[src/itm_pkg.sv]
`timescale 1ns / 1ps
// ----------------------------------------------------------------------------
// itm_pkg: shared types and codes for the interval match table
// Operation codes, result status codes and the compare-unit flag bundle.
// ----------------------------------------------------------------------------
package itm_pkg;

    localparam int TALLY_BITS = 64;

    typedef enum logic {
        OP_ADD  = 1'b0,
        OP_TEST = 1'b1
    } itm_op_t;

    typedef enum logic [1:0] {
        ST_MERGE  = 2'd0,
        ST_APPEND = 2'd1,
        ST_DROP   = 2'd2,
        ST_QUERY  = 2'd3
    } itm_status_t;

    // flags from the compare unit for one stored entry
    typedef struct packed {
        logic cov_a;   // entry contains first value
        logic cov_b;   // entry contains second value
    } itm_cmp_t;

endpackage

[src/itm_compare.sv]
`timescale 1ns / 1ps
// ----------------------------------------------------------------------------
// itm_compare: shared compare unit
// Tests both values against one entry and forms the widened bounds.
// ----------------------------------------------------------------------------
module itm_compare
    import itm_pkg::*;
#(
    parameter int VALUE_BITS = 64
)(
    input  logic [VALUE_BITS-1:0] low,
    input  logic [VALUE_BITS-1:0] high,
    input  logic [VALUE_BITS-1:0] a,
    input  logic [VALUE_BITS-1:0] b,
    output itm_cmp_t              flags,
    output logic [VALUE_BITS-1:0] new_low,
    output logic [VALUE_BITS-1:0] new_high
);

    logic a_ge_low;
    logic a_le_high;
    logic b_ge_low;
    logic b_le_high;

    assign a_ge_low  = (a >= low);
    assign a_le_high = (a <= high);
    assign b_ge_low  = (b >= low);
    assign b_le_high = (b <= high);

    assign flags.cov_a = a_ge_low && a_le_high;
    assign flags.cov_b = b_ge_low && b_le_high;

    // start inside: stretch toward end; otherwise stretch toward start
    always_comb
    begin
        if (flags.cov_a)
        begin
            new_low  = b_ge_low  ? low  : b;
            new_high = b_le_high ? high : b;
        end
        else
        begin
            new_low  = a_ge_low  ? low  : a;
            new_high = a_le_high ? high : a;
        end
    end

endmodule

[config.mk]
export PLATFORM = sky130hd
export DESIGN_NAME = itm_compare
export DESIGN_NICKNAME = d
export VERILOG_FILES = /design/src/itm_pkg.sv /design/src/itm_compare.sv
export SDC_FILE = /design/constraint.sdc
export NUM_CORES = 1
export LEC_CHECK = 0
export BUFFER_PORTS_ARGS = -buffer_cell sky130_fd_sc_hd__buf_2
export CAP_MARGIN = 20
export CORE_MARGIN = 2
export CORE_UTILIZATION = 30
export DETAILED_ROUTE_END_ITERATION = 12
export GPL_ROUTABILITY_DRIVEN = 1
export GPL_TIMING_DRIVEN = 0
export PLACE_DENSITY_LB_ADDON = 0.3
export SLEW_MARGIN = 20
export SYNTH_ARGS = -nofsm -noshare
export SYNTH_HDL_FRONTEND = slang
export SYNTH_SLANG_ARGS = --single-unit
export TNS_END_PERCENT = 5
[constraint.sdc]
create_clock -name vclk -period 8.2
set_clock_uncertainty 0.1 [all_clocks]
set_input_delay 1.64 -clock vclk [all_inputs]
set_output_delay 1.64 -clock vclk [all_outputs]
set_load 0.1 [all_outputs]
== After elaboration in Yosys (flattened, before gate mapping) ==
Cells that the tools add are included.
Word-level totals
  register bits: 0
  bits in latches: 0
  memory bits (writable): 0
  ROM bits: 0
  input bits: 256
  output and inout port bits: 130
  memories kept: 0
Operators by class
  $add $sub $neg: 0
  multiply operators: 0
  div/mod/pow operators: 0
  magnitude comparators: 4
  equal/unequal tests: 0
  shift-type cells: 0
  muxes and demuxes: 6
  bitwise gates (word level): 0
  reductions and logical operators: 2
Operators with widths (number)
  64-bit 2-to-1 mux: 6
  64-bit >= comparator: 2
  64-bit <= comparator: 2
  1-bit logical AND: 2

== Longest topological paths before layout ==
Gate-level depths: netlist (run 1).
  word-level depth: 3
  gate-level depth with buffers: 13
  mapped depth without buffers: 11

== Least setup slack after synthesis (run 1) ==
OpenSTA, ideal clock, no wires.
  path type: input port to output port
  start: input port low[9]
  end: output port new_low[10]
  arrival: 5380 ps
  path slack: 1080 ps
  stages on the path: 13
  path buffers: 2
  cell sequence: inv_1 > ha_1 > a21o_1 > a21o_1 > a221o_1 > a2111o_1 > a211oi_2 > o31a_2 > a21boi_4 > buf_12 > buf_12 > mux2i_1 > a21oi_1
On the way
  longest elaborated chain between the ends: 3
RTL lines
  from (decl): RTL line itm_compare.sv:11  | input logic [VALUE_BITS-1:0] low,
  64-bit >= comparator (on tied branches): RTL line itm_compare.sv:25, itm_compare.sv:27
  64-bit 2-to-1 mux, or another cell as far along: RTL line itm_compare.sv:43  | new_low = a_ge_low ? low : a;
  64-bit 2-to-1 mux (*): RTL line itm_compare.sv:36  | if (flags.cov_a)
  to (decl): RTL line itm_compare.sv:16  | output logic [VALUE_BITS-1:0] new_low,
Mark *: on every way between the ends. The rest lies on a longest branch, timed or not.

== Final worst setup path (run 1) ==
  start: input port a[2]
  end: output port new_high[62]
On the way
  longest elaborated chain between the ends: 3
RTL lines
  from (decl): RTL line itm_compare.sv:13  | input logic [VALUE_BITS-1:0] a,
  64-bit <= comparator / 64-bit >= comparator (equally long branches): RTL line itm_compare.sv:26, itm_compare.sv:25
  64-bit 2-to-1 mux / 1-bit logical AND (equally long branches): RTL line itm_compare.sv:44, itm_compare.sv:30
  64-bit 2-to-1 mux (*): RTL line itm_compare.sv:36
  to (decl): RTL line itm_compare.sv:17  | output logic [VALUE_BITS-1:0] new_high
Marks and branches as above.

==> metrics.txt, run 1 <==
status finished clean; RSZ-0062 raised after global routing no; Routed WL per cell 18.74 µm; vias in the first global route 10250; Maximum Capacitance Violations 0; Switching Share 77.18%; top cell type's share of synthesized area 36.89%; Crit Path Class in2out; Worst slew margin 29.80%; I/O Buffers 386; row cnt 62; Final Cycle Share 97.27%; core region area 28630 µm²; Initial Util 30.33%; Peak Freq 0.1254 GHz; Clock Buffer Count 0; Residual DRC 0; Comb power frac 100.0%; Die Y 174.1 µm; Final HPWL DP 32.61 mm; Power Total 1.550 mW; Mapped Area 8683 µm²; power per cell area 139.6 nW/µm²; sequential cell area 0 µm²; warning count from the yosys run 0; Worst Tran Pin Value 1.026 ns; startpoint types primary input; worst-path cell chain buf_2 -> ha_1 -> a211oi_1 -> o21ai_0 -> a21oi_1 -> o21ai_0 -> a2111oi_0 -> o21ai_1 -> nand2_1 -> buf_2 -> buf_2 -> mux2i_1 -> a21oi_1 -> buf_2; number of sequential cells 0; Post-Syn Instances 1211; Lkg Pwr 6.389 nW; share of post-route cells with drive strength above 1 25.67%; syn_area_per_cell 7.170 µm²; setup TNS 0 ns; CP max stage delay 0.96 ns; nets 2111; Synth Area in Compound Gates 22.32%; placed cells 1981; largest net degree at the start of global routing 11; Netlist cell types 54; IO Pins 386; most frequent cell after synthesis ha_1; post-synthesis xor/xnor area fraction 0%; worst vdd ir 0.00009939 V; via count 10420; final hold violation count 0; CP top delay family compound AO/OA/AOI/OAI gates; clock share of power 0%; Worst EP required 6.46 ns; most frequent cells after synthesis ha_1 (256), a21oi_1 (220), nor2_1 (144); Post-Layout Cell Count 1983; routability cong. 0.9275; Mapped Nets 1723; Crit-path slowest cell a2111oi_0; Worst EP arrival 6.24 ns; Sequential Power Share 0%; hold slack 3.718 ns; switching power 1.196 mW; sequential share of the synthesized area 0%; Setup-failing EPs final 0; Crit. End Element output pin; Overflow after GRT 0; Crit path top cell by count buf_2; final wirelength 37.16 mm; highest fanout seen on the critical path 10; initial antenna violation count 2; post-route minimum period 7.976 ns; worst path bufs/invs 4; post-cts repair resize count 0; Synth area leader ha_1; CTS Hold Bufs 0; largest family of logic cells by synthesized area adder cells; Pint 0.3537 mW; die area 30320 µm²; ANT nets after route 0; Tot GR Track Use 23.36%; fin util 38.78%; mux cell area share after synthesis 14.64%; Post-Synth Simple-Gate Area 16.97%; area share of fa/ha/maj cells after synthesis 36.89%; first-pass GRT wire length 56.79 mm; chip width 174.1 µm; Via density 5.253; Hold Path Class in2out; Syn-to-layout area delta 27.84%; Synth area leaders ha_1 (37%), mux2i_1 (15%), a21oi_1 (13%); final slew viol count 0; drt pass-1 iters 5; Post-CTS Setup Bufs 0; initial DRC count 436
-- layout by cell type, fill, tap and decap left out, types with 2 or more instances in the layout --
| cell type | synthesis | layout |
|---|---|---|
| and4_1 | 6 | 6 |
| ha_1 | 256 | 256 |
| o31ai_1 | 2 | 2 |
| o221ai_1 | 2 | 2 |
| and3_1 | 2 | 2 |
| nor3_1 | 12 | 12 |
| o21ai_0 | 36 | 36 |
| inv_1 | 136 | 136 |
| a211oi_1 | 10 | 10 |
| o211ai_1 | 5 | 5 |
| o21a_1 | 2 | 2 |
| mux2i_1 | 127 | 127 |
| nand4_1 | 48 | 48 |
| nand2_1 | 59 | 59 |
| a21boi_0 | 2 | 2 |
| a2111oi_0 | 3 | 3 |
| clkbuf_1 | 23 | 23 |
| nand3_1 | 17 | 17 |
| buf_2 | 6 | 392 |
| nor2_1 | 144 | 144 |
| buf_12 | 7 | 7 |
| a21oi_1 | 220 | 220 |
| diode_2 | 0 | 2 |
| or4_1 | 2 | 2 |
| nor2b_1 | 6 | 6 |
| o311ai_0 | 2 | 2 |
| nor4_1 | 10 | 10 |
| buf_4 | 2 | 2 |
| buf_1 | 4 | 4 |
| nand2b_1 | 3 | 3 |
| o21ba_2 | 2 | 2 |
| a221oi_1 | 7 | 7 |
| a21o_1 | 26 | 26 |
-- cells by family (layout without fill, tap and decap cells) --
group,after synthesis,in the layout
AOI/OAI and AO/OA,334,334
adders and majority gates,256,256
buffers and inverters,178,564
muxes,127,127
other,0,2
and+or+nand+nor,316,316
-- path summary, 6_finish.rpt --
| kind | endpoint | depth (start not counted) | start | slack (ns) |
|---|---|---|---|---|
| min | new_low[0] | 4 | a[0] | 3.72 |
| max | new_high[62] | 14 | a[2] | 0.22 |
-- final cells by class --
class	count	area (µm²)
Tap cell	384	480.5
Antenna cell	2	5.005
Inverter	136	510.5
Buffer	42	286.5
Fill cell	3112	17520
Multi-Input combinational cell	1033	7886
Timing Repair Buffer	386	1932
-- routing by layer --
| metal | track usage [%] | vias to the layer above | wire [µm] |
|---|---|---|---|
| li1 | - | 5226 | - |
| met1 | 30.60 | 4780 | 16690 |
| met2 | 41.70 | 372 | 17890 |
| met3 | 2.231 | 38 | 1972 |
| met4 | 4.342 | 0 | 610 |
| met5 | 0 | - | 0 |
-- through the flow --
| step | setup slack [ns] | cell area [µm²] |
|---|---|---|
| global route | 0.04244 | 11100 |
| detailed placement | 0.2498 | 11100 |
| finish | 0.2238 | 11100 |
| CTS | 0.2329 | 11100 |
| global placement | 0.2456 | 11100 |
| floorplan | 1.080 | 8683 |
-- power by group through the flow --
stage	clock network, mW	registers, mW	logic (mW)
global route	0.0000000327	0	1.64
detailed placement	0	0	1.55
finish	0.0000000327	0	1.55
global placement	0	0	1.54
CTS	0	0	1.55
floorplan	0	0	1.19
(Power assumes the default switching activity.)
==> inputs of run 2 (changes only) <==
CORE_UTILIZATION = 36   (was 30)
==> run 2 against run 1 <==
Effect of this change: wire length is 6.1% lower; clock-buffer cell count stayed put; cell count is 3.3% lower; die area is 16% lower; worst setup slack better by 0.42 ns; critical path depth stayed put; global-route usage is 2.4 points higher; combinational power hardly changed; fmax is 5.6% higher; non-clock buffer count is 1 higher; critical path type unchanged.
==> metrics.txt, run 2 (synthesis gave the netlist of run 1 again) <==
status finished clean; number of sequential cells 0; Die Y 159.3 µm; Hold Path Class in2out; vias in the first global route 9989; I/O Buffers 386; routability cong. 0.9239; final hold violation count 0; via count 10330; post-route minimum period 7.556 ns; Worst Tran Pin Value 0.9755 ns; Worst EP required 6.46 ns; startpoint types primary input; Filler cells 2491; Maximum Capacitance Violations 0; Routed WL per cell 18.20 µm; Crit Path Class in2out; post-cts repair resize count 0; largest net degree at the start of global routing 11; worst path bufs/invs 6; Peak Freq 0.1323 GHz; setup TNS 0 ns; Residual DRC 0; commonest non-fill, non-tap cells in the layout buf_2 (392), ha_1 (256), a21oi_1 (220); Place WS 0.4515 ns; Via density 5.388; Power Total 1.542 mW; power per cell area 139.8 nW/µm²; Syn-to-layout area delta 27.02%; ANT nets after route 0; first-pass GRT wire length 53.61 mm; Crit. End Element output pin; row cnt 56; worst vdd ir 0.0001193 V; Crit-path slowest cell clkbuf_1; fin util 46.85%; CP top delay family buffers and inverters; CTS Hold Bufs 0; Final Cycle Share 92.14%; Overflow after GRT 0; hold slack 3.720 ns; Final Cell Area 11030 µm²; nets 2112; chip width 159.3 µm; core region area 23540 µm²; Tot GR Track Use 25.80%; placed cells 1916; Setup-failing EPs final 0; highest fanout seen on the critical path 10; Post-CTS Setup Bufs 0; Clock Buffer Count 0; RSZ-0062 raised after global routing no; final slew viol count 0; die area 25380 µm²; Post-Layout Cell Count 1918; initial antenna violation count 1; Worst EP arrival 5.82 ns; sequential cell area 0 µm²; drt pass-1 iters 5; initial DRC count 493; Worst slew margin 34.37%; most common cell after layout, fill and taps aside buf_2; final wirelength 34.91 mm; Worst Slack Setup Final 0.6442 ns; share of post-route cells with drive strength above 1 25.66%; worst-path cell chain buf_2 -> inv_1 -> ha_1 -> nand2_1 -> or4_1 -> o21ai_0 -> a2111oi_0 -> dlymetal6s2s_1 -> o21ai_1 -> clkbuf_1 -> clkbuf_1 -> nor2_1 -> a21oi_1 -> buf_2; Final HPWL DP 30.58 mm; Post-DP Area 11010 µm²; Initial Util 36.88%; CP max stage delay 0.73 ns; Lkg Pwr 6.404 nW; IO Pins 386
## run 2: changes by cell type in the layout (fill, tap and decap cells not counted)
cell and change:
diode_2 -1, dlymetal6s2s_1 +1
## run 2: worst min-delay path, stage by stage
cell     delay, ns
buf_2         0.11
nor2_1        0.10
a21oi_1       0.05
buf_2         0.28
## run 2: final timing paths
kind	startpoint	endpoint	slack, ns	cells after the start
setup / recovery	low[15]	new_low[32]	0.64	14
hold / removal	a[0]	new_low[0]	3.72	4
## run 2: layout make-up
cell class	count	area (µm²)	area share (%)
tap	319	399.1	3.619
buffer	42	286.5	2.598
timing repair buffer	387	1944	17.63
inverter	136	510.5	4.628
multi-input combinational	1033	7886	71.50
antenna	1	2.502	0.02269
## run 2: where the power goes
| group | switching (mW) | internal (mW) |
|---|---|---|
| sequential | 0 | 0 |
| clock | 0 | 0.0000000164 |
| combinational | 1.19 | 0.354 |
## run 2: layer usage
layer	vias up	share of wire (%)	track usage [%]	routed length [µm]
met5	-	0	0	0
met4	0	2.4	5.744	833
met3	54	5.5	2.162	1916
met2	376	48	47.02	16760
met1	4687	44	32.95	15400
li1	5217	-	-	-
